==> src/hdl/psfp_pkg.sv <==
// psfp_pkg: shared constants and types of the particulate sensor frame parser
// no dependencies; imported by every psfp module and the core top level
`default_nettype none

package psfp_pkg;

    localparam int ByteWidth  = 8;
    localparam int WordWidth  = 16;
    localparam int PosWidth   = 5;

    // header bytes and frame positions
    localparam logic [ByteWidth-1:0] HdrFirst  = 8'h42;
    localparam logic [ByteWidth-1:0] HdrSecond = 8'h4D;
    localparam logic [PosWidth-1:0]  HdrPos2   = 5'd1;
    localparam logic [PosWidth-1:0]  ShortLast = 5'd7;
    localparam logic [PosWidth-1:0]  SumLast   = 5'd29;
    localparam logic [PosWidth-1:0]  ChkHiPos  = 5'd30;
    localparam logic [PosWidth-1:0]  FrameLast = 5'd31;

    // payload bytes kept from the frame: offsets 6..15
    localparam logic [PosWidth-1:0]  KeepFirst = 5'd6;
    localparam logic [PosWidth-1:0]  KeepLast  = 5'd15;
    localparam int KeepCount = 10;
    localparam int KeepIdxWidth = 4;

    typedef struct packed {
        logic                 valid;
        logic [WordWidth-1:0] pm25_standard;
        logic [WordWidth-1:0] pm1_ambient;
        logic [WordWidth-1:0] pm25_ambient;
        logic [WordWidth-1:0] pm10_ambient;
    } psfp_result_t;

endpackage

`default_nettype wire

==> src/hdl/psfp_in_stage.sv <==
// psfp_in_stage: input register holding one received byte request
// depends on psfp_pkg
`default_nettype none

module psfp_in_stage
    import psfp_pkg::*;
(
    input  wire logic                 aclk,
    input  wire logic                 aresetn,
    input  wire logic                 s_tvalid,
    output logic                      s_tready,
    input  wire logic [ByteWidth-1:0] s_tdata,
    input  wire logic                 advance_i,
    output logic                      valid_o,
    output logic [ByteWidth-1:0]      byte_o
);

    logic                 valid_reg;
    logic [ByteWidth-1:0] byte_reg;

    // slot frees when the parser takes the held byte
    assign s_tready = !valid_reg || advance_i;
    assign valid_o  = valid_reg;
    assign byte_o   = byte_reg;

    always_ff @(posedge aclk) begin
        if (!aresetn) begin
            valid_reg <= 1'b0;
        end else if (s_tvalid && s_tready) begin
            valid_reg <= 1'b1;
        end else if (advance_i) begin
            valid_reg <= 1'b0;
        end
    end

    always_ff @(posedge aclk) begin
        if (s_tvalid && s_tready) begin
            byte_reg <= s_tdata;
        end
    end

endmodule

`default_nettype wire

==> src/hdl/psfp_parser.sv <==
// psfp_parser: header hunt, short reply drop, running checksum and field capture
// depends on psfp_pkg; produces a psfp_result_t for the output register
`default_nettype none

module psfp_parser
    import psfp_pkg::*;
(
    input  wire logic                 aclk,
    input  wire logic                 aresetn,
    input  wire logic                 take_i,
    input  wire logic [ByteWidth-1:0] byte_i,
    output psfp_result_t              res_o
);

    logic [PosWidth-1:0]  count_reg, count_next;
    logic                 skipped_reg, skipped_next;
    logic [WordWidth-1:0] sum_reg, sum_next;
    logic [ByteWidth-1:0] hdr0_reg;
    logic [ByteWidth-1:0] chk_hi_reg;
    logic [ByteWidth-1:0] keep_reg [KeepCount];

    logic                 mismatch;
    logic [WordWidth-1:0] sum_add;
    logic [PosWidth-1:0]  keep_off;

    assign mismatch = (count_reg == HdrPos2) &&
                      ((hdr0_reg != HdrFirst) || (byte_i != HdrSecond));
    assign sum_add  = (count_reg <= SumLast) ?
                      sum_reg + {{(WordWidth-ByteWidth){1'b0}}, byte_i} : sum_reg;
    assign keep_off = count_reg - KeepFirst;

    always_comb begin
        count_next   = count_reg;
        skipped_next = skipped_reg;
        sum_next     = sum_reg;
        res_o        = '0;
        res_o.pm25_standard = {keep_reg[0], keep_reg[1]};
        res_o.pm1_ambient   = {keep_reg[4], keep_reg[5]};
        res_o.pm25_ambient  = {keep_reg[6], keep_reg[7]};
        res_o.pm10_ambient  = {keep_reg[8], keep_reg[9]};
        if (take_i) begin
            if (mismatch) begin
                // slide the window: new byte becomes byte 0
                count_next = HdrPos2;
                sum_next   = {{(WordWidth-ByteWidth){1'b0}}, byte_i};
            end else if (!skipped_reg && count_reg == ShortLast) begin
                skipped_next = 1'b1;
                count_next   = '0;
                sum_next     = '0;
            end else if (count_reg != FrameLast) begin
                count_next = count_reg + 1'b1;
                sum_next   = sum_add;
            end else begin
                count_next  = '0;
                sum_next    = '0;
                res_o.valid = ({chk_hi_reg, byte_i} == sum_reg);
            end
        end
    end

    always_ff @(posedge aclk) begin
        if (!aresetn) begin
            count_reg   <= '0;
            skipped_reg <= 1'b0;
            sum_reg     <= '0;
        end else begin
            count_reg   <= count_next;
            skipped_reg <= skipped_next;
            sum_reg     <= sum_next;
        end
    end

    always_ff @(posedge aclk) begin
        if (take_i) begin
            if (count_reg == '0 || mismatch) begin
                hdr0_reg <= byte_i;
            end
            if (count_reg == ChkHiPos) begin
                chk_hi_reg <= byte_i;
            end
            if (count_reg >= KeepFirst && count_reg <= KeepLast) begin
                keep_reg[keep_off[KeepIdxWidth-1:0]] <= byte_i;
            end
        end
    end

    // a result closes the frame
    a_result_restarts: assert property (@(posedge aclk) disable iff (!aresetn)
        res_o.valid |=> count_reg == '0 && sum_reg == '0)
        else $error("count not restarted after result");

    // no result before the short reply has gone
    a_result_after_skip: assert property (@(posedge aclk) disable iff (!aresetn)
        res_o.valid |-> skipped_reg)
        else $error("result before short reply dropped");

    // short reply drop happens once
    a_skip_sticky: assert property (@(posedge aclk) disable iff (!aresetn)
        skipped_reg |=> skipped_reg)
        else $error("short reply flag cleared");

    // a bad header leaves exactly one byte collected
    a_slide_one: assert property (@(posedge aclk) disable iff (!aresetn)
        take_i && mismatch |=> count_reg == HdrPos2)
        else $error("window slide lost the byte");

endmodule

`default_nettype wire

==> src/hdl/psfp_out_stage.sv <==
// psfp_out_stage: result register feeding the master stream port
// depends on psfp_pkg
`default_nettype none

module psfp_out_stage
    import psfp_pkg::*;
(
    input  wire logic              aclk,
    input  wire logic              aresetn,
    input  wire psfp_result_t      res_i,
    output logic                   advance_o,
    output logic                   m_tvalid,
    input  wire logic              m_tready,
    output logic [4*WordWidth-1:0] m_tdata
);

    logic                     valid_reg;
    logic [4*WordWidth-1:0]   data_reg;

    assign advance_o = !valid_reg || m_tready;
    assign m_tvalid  = valid_reg;
    assign m_tdata   = data_reg;

    always_ff @(posedge aclk) begin
        if (!aresetn) begin
            valid_reg <= 1'b0;
        end else if (advance_o) begin
            valid_reg <= res_i.valid;
        end
    end

    always_ff @(posedge aclk) begin
        if (advance_o && res_i.valid) begin
            data_reg <= {res_i.pm10_ambient, res_i.pm25_ambient,
                         res_i.pm1_ambient, res_i.pm25_standard};
        end
    end

endmodule

`default_nettype wire

==> src/hdl/particulate_sensor_frame_parser_core.sv <==
// particulate_sensor_frame_parser_core: top level of the sensor frame parser
// depends on psfp_pkg, psfp_in_stage, psfp_parser, psfp_out_stage
//
//  channel   dir  handshake          payload
//  s_        in   s_tvalid/s_tready  s_tdata[7:0] rx_byte
//  m_        out  m_tvalid/m_tready  m_tdata[63:0] four measurement words
//
// one byte per cycle sustained while the result register is not stalled; a byte
// goes input register -> parser state, and the result of a frame's last byte
// is registered in the result register once that byte leaves the input register,
// raising m_tvalid; reset clears the valid flags, byte count, checksum and
// short reply flag; a stalled result register holds the parser; s_tready then
// drops once the input register is full
`default_nettype none

module particulate_sensor_frame_parser_core
    import psfp_pkg::*;
(
    input  wire logic                 aclk,
    input  wire logic                 aresetn,
    // slave side: received serial bytes
    input  wire logic                 s_tvalid,
    output logic                      s_tready,
    input  wire logic [ByteWidth-1:0] s_tdata,   // [7:0] rx_byte
    // master side: parsed measurements
    output logic                      m_tvalid,
    input  wire logic                 m_tready,
    output logic [4*WordWidth-1:0]    m_tdata    // [15:0] pm25_standard,
                                                 // [31:16] pm1_ambient,
                                                 // [47:32] pm25_ambient,
                                                 // [63:48] pm10_ambient
);

    logic                 advance;     // result register can take a new value
    logic                 held_valid;  // input register holds a byte
    logic [ByteWidth-1:0] held_byte;
    logic                 take;        // parser consumes the held byte
    psfp_result_t         result;

    assign take = held_valid && advance;

    // input register
    psfp_in_stage u_in (
        .aclk      (aclk),
        .aresetn   (aresetn),
        .s_tvalid  (s_tvalid),
        .s_tready  (s_tready),
        .s_tdata   (s_tdata),
        .advance_i (advance),
        .valid_o   (held_valid),
        .byte_o    (held_byte)
    );

    // frame state and checksum
    psfp_parser u_parser (
        .aclk    (aclk),
        .aresetn (aresetn),
        .take_i  (take),
        .byte_i  (held_byte),
        .res_o   (result)
    );

    // result register
    psfp_out_stage u_out (
        .aclk      (aclk),
        .aresetn   (aresetn),
        .res_i     (result),
        .advance_o (advance),
        .m_tvalid  (m_tvalid),
        .m_tready  (m_tready),
        .m_tdata   (m_tdata)
    );

endmodule

`default_nettype wire
==> config.mk <==
export PLATFORM = sky130hd
export DESIGN_NAME = particulate_sensor_frame_parser_core
export DESIGN_NICKNAME = d
export VERILOG_FILES = /design/src/hdl/psfp_pkg.sv /design/src/hdl/psfp_in_stage.sv /design/src/hdl/psfp_parser.sv /design/src/hdl/psfp_out_stage.sv /design/src/hdl/particulate_sensor_frame_parser_core.sv
export SDC_FILE = /design/constraint.sdc
export NUM_CORES = 1
export LEC_CHECK = 0
export ABC_AREA = 1
export BUFFER_PORTS_ARGS = -buffer_cell sky130_fd_sc_hd__buf_2
export CELL_PAD_IN_SITES_DETAIL_PLACEMENT = 1
export CELL_PAD_IN_SITES_GLOBAL_PLACEMENT = 2
export CORE_MARGIN = 4
export CORE_UTILIZATION = 45
export CTS_BUF_LIST = sky130_fd_sc_hd__clkbuf_4
export DETAILED_ROUTE_END_ITERATION = 10
export PLACE_DENSITY = 0.91
export SETUP_SLACK_MARGIN = 0.2
export SLEW_MARGIN = 20
export SYNTH_ARGS = -nofsm -noshare
export SYNTH_HDL_FRONTEND = slang
export SYNTH_SLANG_ARGS = --single-unit
==> constraint.sdc <==
create_clock -name aclk -period 9.1 [get_ports aclk]
set_input_delay 1.82 -clock aclk [delete_from_list [all_inputs] [get_ports aclk]]
set_output_delay 1.82 -clock aclk [all_outputs]
set_load 0.005 [all_outputs]
After elaboration in Yosys (flattened, before gate mapping)
Memories as Yosys holds them, arrays and structs flattened. A register that Yosys moved wholly into a read port is not among the register bits.
Index checks and enable logic that the tools add are counted.
- add/subtract/negate cells: 3
- bitwise logic cells: 1
- reduce and logical (&&, ||, !) cells: 19
- eq/ne operators: 8
- magnitude comparators: 3
- shifts and indexed selects: 0
- divide/modulo/power cells: 0
- $mul: 0
- mux-type cells: 16
- operator list (cell ; number):
    $mux 16 ; 4
    $add 16x8->16 ; 1
    $eq 16x16->1 ; 1
    $ne 8x7->1 const B ; 2
    $mux 5 ; 3
    $mux 1 ; 9
    $logic_and 1x1->1 ; 6
    $reduce_and 2->1 ; 3
    $add 5x1->5 const B ; 1
    $eq 5x1->1 const B ; 1
    $eq 5x3->1 const B ; 1
    $eq 5x5->1 const B ; 1
    $ge 5x3->1 const B ; 1
    $le 5x4->1 const B ; 1
    $le 5x5->1 const B ; 1
    $logic_not 5->1 ; 1
    $ne 5x5->1 const B ; 1
    $logic_or 1x1->1 ; 4
    $ne 4x1->1 const B ; 1
    $sub 4x3->4 const B ; 1
    $logic_not 1->1 ; 3
    $reduce_and 3->1 ; 1
    $reduce_bool 2->1 ; 1
    $not 1->1 ; 1
- RAM bits: 80
- memories kept: 1
- latch bits: 0
- input port bits: 12
- ROM bits: 0
- register bits: 48
- memories (name ; depth ; bits a word ; rd ports ; clocked after memory_dff ; write ports ; line ; RTL):
    u_parser.keep_reg ; 10 ; 8 ; 8 ; 8 ; 1 ; psfp_parser.sv:20 ; logic [ByteWidth-1:0] keep_reg [KeepCount];

Longest topological paths before layout
Gate-level depths: netlist of run 1.
- depth in word-level cells: 6
- depth in mapped cells: 13
- mapped depth without buffers: 12

Hierarchy
Synthesis of run 1 repeated with hierarchy kept, for this count alone.
- cells, all modules: 521
- area total of the unflattened synthesis: 6761.5 sq um
- by module, submodules not included (module ; area an instance (sq um) ; seq. area each (sq um) ; cells each ; times used):
    psfp_parser ; 4489.3 ; 2842.7 ; 433 ; 1
    psfp_out_stage ; 1973.1 ; 1941.9 ; 71 ; 1
    psfp_in_stage ; 291.5 ; 260.2 ; 15 ; 1
    particulate_sensor_frame_parser_core ; 7.5 ; 0.0 ; 2 ; 1

Least setup slack after synthesis of run 1
Ideal clock, no wire load.
- kind: input -> register
- start point: input port m_tready
- end point: register u_out.data_reg[0] (netlist: m_tdata[0]), read port of u_parser.keep_reg, enable pin
- required time: 8614 ps
- stages: 4
- path buffers: 0
- arrival: 4917 ps
- path slack: 3696 ps
- cells stage by stage: o21ai_2 > inv_1 > nand3_1 > nor2_1
- word-level cells in the longest chain between the ends: 4
- RTL lines (what ; line ; RTL):
    from (decl) ; particulate_sensor_frame_parser_core.sv:27 ; input wire logic m_tready,
    $logic_or 1x1->1 (*) ; psfp_out_stage.sv:20 ; assign advance_o = !valid_reg || m_tready;
    $logic_and 1x1->1 ; particulate_sensor_frame_parser_core.sv:40 ; assign take = held_valid && advance;
    $mux 1 ; psfp_parser.sv:41 ; if (take_i) begin
    $logic_and 1x1->1 (*) ; psfp_out_stage.sv:33 ; if (advance_o && res_i.valid) begin
    to (decl) ; psfp_out_stage.sv:18 ; logic [4*WordWidth-1:0] data_reg;
Mark *: on every way between the ends. The rest lies on a longest branch, timed or not.
A chain may end at the register's enable or synchronous reset.

Worst setup path in the final report of run 1
- start point: input port m_tready
- end point: output port s_tready
- word-level cells in the longest chain between the ends: 2
- RTL lines (what ; line ; RTL):
    $logic_or 1x1->1 ; psfp_out_stage.sv:20 ;
    $logic_or 1x1->1 ; psfp_in_stage.sv:22 ; assign s_tready = !valid_reg || advance_i;
    to (decl) ; particulate_sensor_frame_parser_core.sv:23 ; output logic s_tready,
Every way passes these cells.

==> metrics.md, run 1 <==
| Metric | Value |
|---|---|
| Outcome | `finished clean` |
| Worst hold-check path type | `reg -> reg` |
| Insertion delay of the later-clocked pin in the worst-skew pair | `0.56 ns` |
| Post-Syn Area per Cell | `12.9 um2` |
| GP Congestion | `0.829` |
| Launching element type of the critical path | `primary input` |
| Core Region | `14600 um2` |
| Number of distinct library cells after synthesis | `33` |
| Detailed Route Iter0 Violations | `255` |
| Mapped Cells | `523` |
| Final setup skew | `roughly 0.02 ns` |
| Worst-path cell with the longest stage delay | `nor2_1` |
| Setup total negative slack | `0 ns` |
| Count of state elements after synthesis | `about 180` |
| Layout overhead on the synthesized area | `12.9%` |
| Net switching power figure | `330 uW` |
| First-pass GRT wire length | `25200 um` |
| Post-DR vias/cell | `5.19` |
| H-Tree Depth | `4` |
| Pin slew with the least headroom to its limit | `1.03 ns` |
| Setup repair bufs after CTS | `0` |
| Hold Buf Count CTS | `0` |
| Clock root cell | `clkbuf_4` |
| Worst vdd rail ir drop | `between 0.1 and 0.15 mV` |
| Fraction of power consumed by combinational cells | `0.042` |
| Worst path top cell family by delay | `simple AND/OR/NAND/NOR gates` |
| All-layer global routing usage | `0.202` |
| Critical path's most frequent cell | `buf_2` |
| Endpoint required time on the critical path | `7.28 ns` |
| Most frequent cells after synthesis | `152 x edfxtp_1, 101 x nand2_1, 59 x nor2_1` |
| Data arrival time at the worst-slack endpoint | `2.33 ns` |
| Power per unit of standard cell area | `180 nW/um2` |
| DP HPWL | `11400 um` |
| Total of warnings raised by yosys | `0` |
| Final number of hold-violating endpoints | `0` |
| Final number of setup-violating endpoints | `0` |
| Total power after layout | `1.37 mW` |
| Seq pwr share | `0.651` |
| Critical path start-end classification | `in -> out` |
| Max Slew Vio Count | `0` |
| RSZ-0062 raised after global routing | `false` |
| Worst path max stage delay | `around 0.15 ns` |
| Main area contributors after synthesis | `edfxtp_1 68%, dfxtp_1 7.1%, nand2_1 5.6%` |
| Crit. End Element | `primary output` |
| Number of buffers inserted during clock tree synthesis | `17` |
| Num ports | `78` |
| FFs w/ async S/R, synth | `0` |
| Maximum buffer depth of the clock tree | `2` |
| Clk sinks | `176` |
| Fmax achieved | `241 MHz` |
| # resized after CTS | `0` |
| Synth Net Count | `roughly 550` |
| Vias after detailed routing | `4224` |
| Via count of the first global-routing pass | `around 4600` |
| Most frequent cell after synthesis | `edfxtp_1` |
| Maximum fanout encountered on the critical timing path | `3` |
| CP Buf/Inv Count | `2` |
| Static leakage | `between 2 and 3 nW` |
| Cell accounting for the most synthesized area | `edfxtp_1` |
| Die Span Y | `131 um` |
| Clock Pin Slew Worst Setup and Hold Paths | `0.15 ns` |
| Routed length per placed instance | `about 20 um` |
| Number of antenna violations at the first check in global routing | `1` |
| Antenna violation net count after detailed routing | `0` |
| Primary FF master, synth | `edfxtp_1` |
| Count of buffers from port buffering | `77` |
| First-pass iteration count of the detailed router | `5` |
| Clock tree from TritonCTS | `yes` |
| Maximum Capacitance Violations | `0` |
| Worst-case headroom to the max-slew limit | `0.306` |
| Top cell type's share of synthesized area | `0.676` |
| Final Net Count | `645` |
| Number of synthesized flops with an enable pin | `152` |
| Pin count of the biggest net entering global routing | `65` |
| Crit path cell chain | `buf_2 > nor2_1 > nand2_1 > buf_2` |
| Register area share after synthesis | `0.747` |
| Die Outline Area | `17000 um2` |
| Die outline width | `131 um` |
| Layout cell share with drive strength beyond 1 | `0.203` |
| Final worst-path cycle share | `0.456` |
| Fin crit period | `4.15 ns` |
| Internal power consumption | `between 1 and 1.5 mW` |
| Number of rows created at floorplan | `44` |
| Fraction of power consumed by the clock network | `0.307` |
| Total standard cell area after synthesis | `6750 um2` |
| Proportion of total power due to net switching | `0.240` |
| Effective utilization at floorplan | `0.461` |
| Residual DRC | `0` |
| Total Routed Length | `16100 um` |
| Overflow left after global routing | `0` |
[layer usage]
layer  global-route usage  share of wire
met4               0.0738          0.017
met3               0.0402          0.046
met1                0.250           0.41
met5                    0              0
met2                0.354           0.52
[per-stage QoR]
step                cell area [um2]  hold WS (ns)  worst slack (ns)  std cells   util
floorplan                      6750         0.400              3.70        523      -
global placement               7360         0.402              5.00        781  0.502
detailed placement             7360         0.406              4.94        781  0.502
CTS                            7620         0.426              4.94        813  0.521
global route                   7630         0.435              4.92        814  0.521
finish                         7630         0.426              4.95        814  0.521
[final cells by class]
type | instances | area [um2]
diodes | 1 | 2.50
clock buffers | 18 | 135
clock inverters | 14 | 131
fillers | 1568 | 7020
inverters | 51 | 191
multi-input cells | 292 | 1500
flip-flops and latches | 176 | 5040
well taps | 184 | 230
repair buffers | 78 | 393
[path summary, 6_finish.rpt]
path | startpoint | end | slack, ns | depth (start not counted)
worst max-delay path | m_tready | s_tready | 4.95 | 4
worst min-delay path | u_parser.keep_reg[7][3]$_DFFE_PP_ | m_tdata[35]$_DFFE_PP_ | 0.43 | 0
worst max register to register | u_in.byte_o[2]$_DFFE_PP_ | m_tdata[57]$_DFFE_PP_ | 5.96 | 7
worst min register to register | u_parser.keep_reg[7][3]$_DFFE_PP_ | m_tdata[35]$_DFFE_PP_ | 0.43 | 0
[power by group through the flow]
stage | clock [mW] | combinational [mW] | sequential, mW
finish | 0.421 | 0.0579 | 0.892
global route | 0.473 | 0.0667 | 0.894
CTS | 0.432 | 0.0587 | 0.892
detailed placement | 0 | 0.0583 | 0.911
global placement | 0 | 0.0564 | 0.910
floorplan | 0 | 0.0435 | 0.902
[cell usage in the layout (no fill, tap or decap), types with 2 or more instances in the layout]
cell      instances
clkbuf_4         18
dfxtp_1          24
clkinv_2          3
edfxtp_1        152
inv_1            50
xnor2_1           3
nand2_1         101
inv_6             3
nand2_2           6
clkinv_4          3
buf_2            77
nor3_1            5
nor2_2            3
nand3_2           2
xor2_1            3
o21ai_0          12
nor2_1           58
o211ai_1          2
nand3_1          32
a21oi_1          22
nand4_1          13
ha_1             16
inv_8             2
nor2_4            2
or2_2             3
[cells by family (layout without fill, tap and decap cells)]
group	Yosys count	in the layout	share of synthesized area
other	0	1	0
xor gates and xnor gates	6	6	0.00778
DFF	176	176	0.747
adders and majority gates	17	17	0.0326
and+or+nand+nor	228	228	0.147
AOI/OAI and AO/OA	41	41	0.0332
buffers and inverters	55	161	0.0324
(Power assumes the default switching activity.)
==> run 2, diff against run 1 <==
CORE_UTILIZATION = 41   (was 45)
PLACE_DENSITY = 0.84   (was 0.91)
clock period = 4.2 ns   (was 9.1 ns; I/O delays follow)
==> metrics.md, run 2 (synthesis gave the netlist of run 1 again) <==
| Metric | Value |
|---|---|
| Number of rows created at floorplan | `46` |
| Die Span Y | `136 um` |
| Clock tree from TritonCTS | `yes` |
| Pin slew with the least headroom to its limit | `0.811 ns` |
| Residual DRC | `0` |
| Number of cell instances on the worst register-to-register path | `5` |
| Die outline width | `136 um` |
| Layout cell share with drive strength beyond 1 | `0.208` |
| Setup total negative slack | `0 ns` |
| Number of antenna violations at the first check in global routing | `1` |
| Met2 wire length | `~8000 um` |
| Fin crit period | `between 3 and 4 ns` |
| Final number of hold-violating endpoints | `0` |
| Final-layout fill cell count | `1749` |
| Endpoint required time on the critical path | `4.38 ns` |
| Crit. End Element | `register` |
| Die Outline Area | `18600 um2` |
| Total placed instance area | `~7400 um2` |
| All-layer global routing usage | `0.179` |
| Worst-case headroom to the max-slew limit | `0.459` |
| Final worst-path cycle share | `0.719` |
| Clock Pin Slew Worst Setup and Hold Paths | `0.15 ns` |
| Vias after detailed routing | `~4300` |
| Critical path start-end classification | `reg -> reg` |
| Launching element type of the critical path | `register` |
| Worst hold path stage count | `0` |
| Worst hold-check path type | `reg -> reg` |
| Antenna violation net count after detailed routing | `0` |
| Maximum buffer depth of the clock tree | `2` |
| Number of buffers inserted during clock tree synthesis | `17` |
| Setup repair bufs after CTS | `0` |
| Maximum Capacitance Violations | `0` |
| First-pass GRT wire length | `24600 um` |
| Via count of the first global-routing pass | `4386` |
| GP Congestion | `0.839` |
| Effective utilization at floorplan | `0.422` |
| Overflow left after global routing | `0` |
| Post-DR vias/cell | `just over 5` |
| Highest routing layer actually used | `met4` |
| Clk sinks | `176` |
| Detailed Route Iter0 Violations | `228` |
| # resized after CTS | `0` |
| Maximum fanout encountered on the critical timing path | `64` |
| Count of non-filler cells in the finished layout | `848` |
| Fmax achieved | `about 330 MHz` |
| Core Region | `roughly 16000 um2` |
| Layout Cell Area excl Fill | `7680 um2` |
| Data arrival time at the worst-slack endpoint | `3.20 ns` |
| Routed length per placed instance | `18.6 um` |
| Outcome | `finished clean` |
| Static leakage | `2.89 nW` |
| Cell count after placement | `815` |
| Count of buffers from port buffering | `between 70 and 80` |
| Clock root cell | `clkbuf_4` |
| RSZ-0062 raised after global routing | `false` |
| Final setup skew | `0.0184 ns` |
| Final Net Count | `about 650` |
| Hold Buf Count CTS | `0` |
| Worst vdd rail ir drop | `around 0.18 mV` |
| Routed wire length on met3 | `645 um` |
| Leading cell type in the layout, fill and taps excluded | `edfxtp_1` |
| Layout overhead on the synthesized area | `13.7%` |
| First-pass iteration count of the detailed router | `5` |
| Insertion delay of the later-clocked pin in the worst-skew pair | `0.55 ns` |
| Most frequent cells in the layout | `152 x edfxtp_1, 101 x nand2_1, 77 x buf_2` |
| DP HPWL | `11300 um` |
| H-Tree Depth | `4` |
| Num ports | `78` |
| Power per unit of standard cell area | `386 nW/um2` |
| Detailed-route wire length on metal 1 | `6800 um` |
| Max Slew Vio Count | `0` |
| Pin count of the biggest net entering global routing | `65` |
| Final number of setup-violating endpoints | `0` |
| Total Routed Length | `between 15000 and 20000 um` |
## run 2: routing by layer
layer | vias to the layer above | track usage
li1 | 1999 | -
met1 | 2152 | 0.226
met2 | 112 | 0.310
met3 | 18 | 0.0318
met4 | 0 | 0.0689
met5 | - | 0
## run 2: final cells by class
class / instances / area [um2] / area share
inverters: 51 / 191 / 0.0249
multi-input cells: 292 / 1500 / 0.195
clock inverters: 14 / 130 / 0.0169
well taps: 216 / 270 / 0.0352
clock buffers: 18 / 135 / 0.0176
repair buffers: 80 / 408 / 0.0531
flip-flops and latches: 176 / 5040 / 0.657
diodes: 1 / 2.50 / 0.000326
## run 2: worst paths after layout
check                                          from                    end  slack (ns)
hold / removal    u_parser.keep_reg[0][4]$_DFFE_PP_  m_tdata[12]$_DFFE_PP_        0.44
setup / recovery           u_in.byte_o[4]$_DFFE_PP_  m_tdata[35]$_DFFE_PP_        1.18
hold reg to reg   u_parser.keep_reg[0][4]$_DFFE_PP_  m_tdata[12]$_DFFE_PP_        0.44
setup reg to reg           u_in.byte_o[4]$_DFFE_PP_  m_tdata[35]$_DFFE_PP_        1.18
## run 2: worst max-delay path, stage by stage (launching register included)
cell	delay [ns]
edfxtp_1	0.87
ha_1	0.43
nor4_1	0.35
nand4_1	0.21
nor2_4	0.11
buf_4	0.61
## run 2: power breakdown
group	internal, mW	switching, mW	total (mW)
logic	0.0446	0.0875	0.132
registers	1.90	0.0265	1.93
clock network	0.310	0.594	0.904
## run 2: metrics by stage
stage	worst slack (ns)	hold slack [ns]	power (mW)	utilization
floorplan	0.739	0.400	2.05	-
finish	1.18	0.437	2.96	0.480
global placement	1.41	0.403	2.09	0.463
global route	0.952	0.396	3.09	0.480
detailed placement	1.19	0.406	2.10	0.463
CTS	1.15	0.403	2.99	0.480
==> run 3, diff against run 2 <==
clock period = 2.85 ns   (was 4.2 ns; I/O delays follow)
==> metrics.md, run 3 (synthesis gave the netlist of run 1 again) <==
| Metric | Value |
|---|---|
| Setup total negative slack | `0 ns` |
| Max Slew Vio Count | `0` |
| Share of the core filled with cells in the final layout | `0.495` |
| Launching element type of the critical path | `register` |
| Hold Buf Count CTS | `0` |
| DP HPWL | `12000 um` |
| Pin slew with the least headroom to its limit | `0.673 ns` |
| Fin crit period | `2.60 ns` |
| Number of buffers inserted during clock tree synthesis | `17` |
| Layout cell share with drive strength beyond 1 | `0.241` |
| Power per unit of standard cell area | `between 500 and 600 nW/um2` |
| Maximum Capacitance Violations | `0` |
| Insertion delay of the later-clocked pin in the worst-skew pair | `0.55 ns` |
| All-layer global routing usage | `0.184` |
| Final setup skew | `0.0236 ns` |
| Overflow left after global routing | `0` |
| Detailed Route Iter0 Violations | `roughly 290` |
| Net switching power figure | `1.08 mW` |
| Final worst-path cycle share | `0.911` |
| Proportion of total power due to net switching | `0.244` |
| Number of rows created at floorplan | `46` |
| Number of antenna violations at the first check in global routing | `1` |
| Clock Pin Slew Worst Setup and Hold Paths | `0.16 ns` |
| First-pass iteration count of the detailed router | `5` |
| Die Span Y | `136 um` |
| Final number of hold-violating endpoints | `0` |
| Final number of setup-violating endpoints | `0` |
| Num ports | `78` |
| Residual DRC | `0` |
| Seq pwr share | `0.638` |
| Antenna violation net count after detailed routing | `0` |
| Worst vdd rail ir drop | `roughly 0.33 mV` |
| Fraction of power consumed by combinational cells | `0.055` |
| Clk sinks | `176` |
| Maximum buffer depth of the clock tree | `2` |
| First-pass GRT wire length | `25300 um` |
| Data arrival time at the worst-slack endpoint | `2.78 ns` |
| RSZ-0062 raised after global routing | `true` |
| Vias after detailed routing | `4296` |
| GP Congestion | `0.883` |
| Worst-case headroom to the max-slew limit | `0.550` |
| Effective utilization at floorplan | `0.422` |
| Post-DR vias/cell | `approximately 5` |
| Fraction of power consumed by the clock network | `0.306` |
| Endpoint required time on the critical path | `approximately 3.0 ns` |
| Clock root cell | `clkbuf_4` |
| Layout overhead on the synthesized area | `17.3%` |
| Worst path max stage delay | `0.57 ns` |
| CP Buf/Inv Count | `1` |
| Outcome | `finished clean` |
| Worst-path cell with the longest stage delay | `nor2_1` |
| Core Region | `around 16000 um2` |
| Total Routed Length | `16200 um` |
| Die outline width | `136 um` |
| H-Tree Depth | `4` |
| Critical path start-end classification | `reg -> reg` |
| Clock tree from TritonCTS | `yes` |
| Worst hold-check path type | `in -> reg` |
| Routed length per placed instance | `18.8 um` |
| Final Net Count | `663` |
| Most frequent cells in the layout | `152 x edfxtp_1, 101 x nand2_1, 77 x buf_2` |
| Worst path top cell family by delay | `simple AND/OR/NAND/NOR gates` |
| Via count of the first global-routing pass | `4462` |
| Pin count of the biggest net entering global routing | `65` |
| Leading cell type in the layout, fill and taps excluded | `edfxtp_1` |
| Static leakage | `2.97 nW` |
| Crit. End Element | `register` |
| Crit path cell chain | `ha_1 > nand2_1 > nor2_1 > inv_1 > a21oi_1 > nor3_1 > nand2_1 > nor2_1` |
| Cell count after placement | `829` |
| Fmax achieved | `around 390 MHz` |
| Internal power consumption | `3.35 mW` |
| Count of non-filler cells in the finished layout | `864` |
| Die Outline Area | `between 15000 and 20000 um2` |
| Maximum fanout encountered on the critical timing path | `9` |
| Count of buffers from port buffering | `slightly below 80` |
[run 3: routing by layer]
metal  up-vias  routed length (um)  track usage
met2       127                8040        0.310
met5         -                   0            0
met1      2114                7230        0.246
li1       2044                   -            -
met4         0                 155       0.0459
met3        11                 789       0.0392
[run 3: power groups by stage]
| stage | logic [mW] | clock network [mW] | registers, mW |
|---|---|---|---|
| after floorplan | 0.151 | 0 | 2.89 |
| after global placement | 0.237 | 0 | 2.89 |
| after detailed placement | 0.243 | 0 | 2.89 |
| after CTS | 0.244 | 1.40 | 2.83 |
| after global routing | 0.275 | 1.54 | 2.84 |
| final | 0.246 | 1.36 | 2.83 |
[run 3: layout make-up]
cell class / instances / area [um2]
fill: 1714 / 8080
sequential: 176 / 5050
multi-input combinational: 292 / 1590
timing repair buffer: 96 / 541
tap: 216 / 270
inverter: 51 / 191
clock inverter: 15 / 155
clock buffer: 17 / 128
antenna: 1 / 2.50
[run 3: what timing repair did]
item                                    CTS  global route
endpoints found under the setup margin    0            78
resized for setup                         0             1
setup buffers                             0             2
[run 3: path summary, 6_finish.rpt]
| kind | to | slack [ns] | start | cells after the start |
|---|---|---|---|---|
| setup / recovery | u_parser.keep_reg[0][0]$_DFFE_PP_ | 0.25 | u_parser.count_reg[2]$_SDFFE_PN0P_ | 8 |
| hold / removal | u_in.byte_o[3]$_DFFE_PP_ | 0.18 | s_tdata[3] | 1 |
| setup reg to reg | u_parser.keep_reg[0][0]$_DFFE_PP_ | 0.25 | u_parser.count_reg[2]$_SDFFE_PN0P_ | 8 |
| hold reg to reg | m_tdata[9]$_DFFE_PP_ | 0.43 | u_parser.keep_reg[0][1]$_DFFE_PP_ | 0 |
[run 3: metrics by stage]
| step | setup WS (ns) | hold slack, ns | instance area, um2 | power (mW) |
|---|---|---|---|---|
| global route | 0.0365 | 0.121 | 7930 | 4.65 |
| detailed placement | 0.339 | 0.406 | 7620 | 3.13 |
| finish | 0.254 | 0.184 | 7930 | 4.44 |
| floorplan | 0.158 | 0.400 | 6850 | 3.04 |
| CTS | 0.309 | 0.133 | 7910 | 4.48 |
| global placement | 0.525 | 0.403 | 7620 | 3.13 |
[run 3: worst reg2reg max path, stage by stage (launching register included)]
cell and delay (ns):
dfxtp_1 0.45, ha_1 0.29, nand2_1 0.11, nor2_1 0.05, inv_1 0.07, a21oi_1 0.06
nor3_1 0.41, nand2_1 0.21, nor2_1 0.57
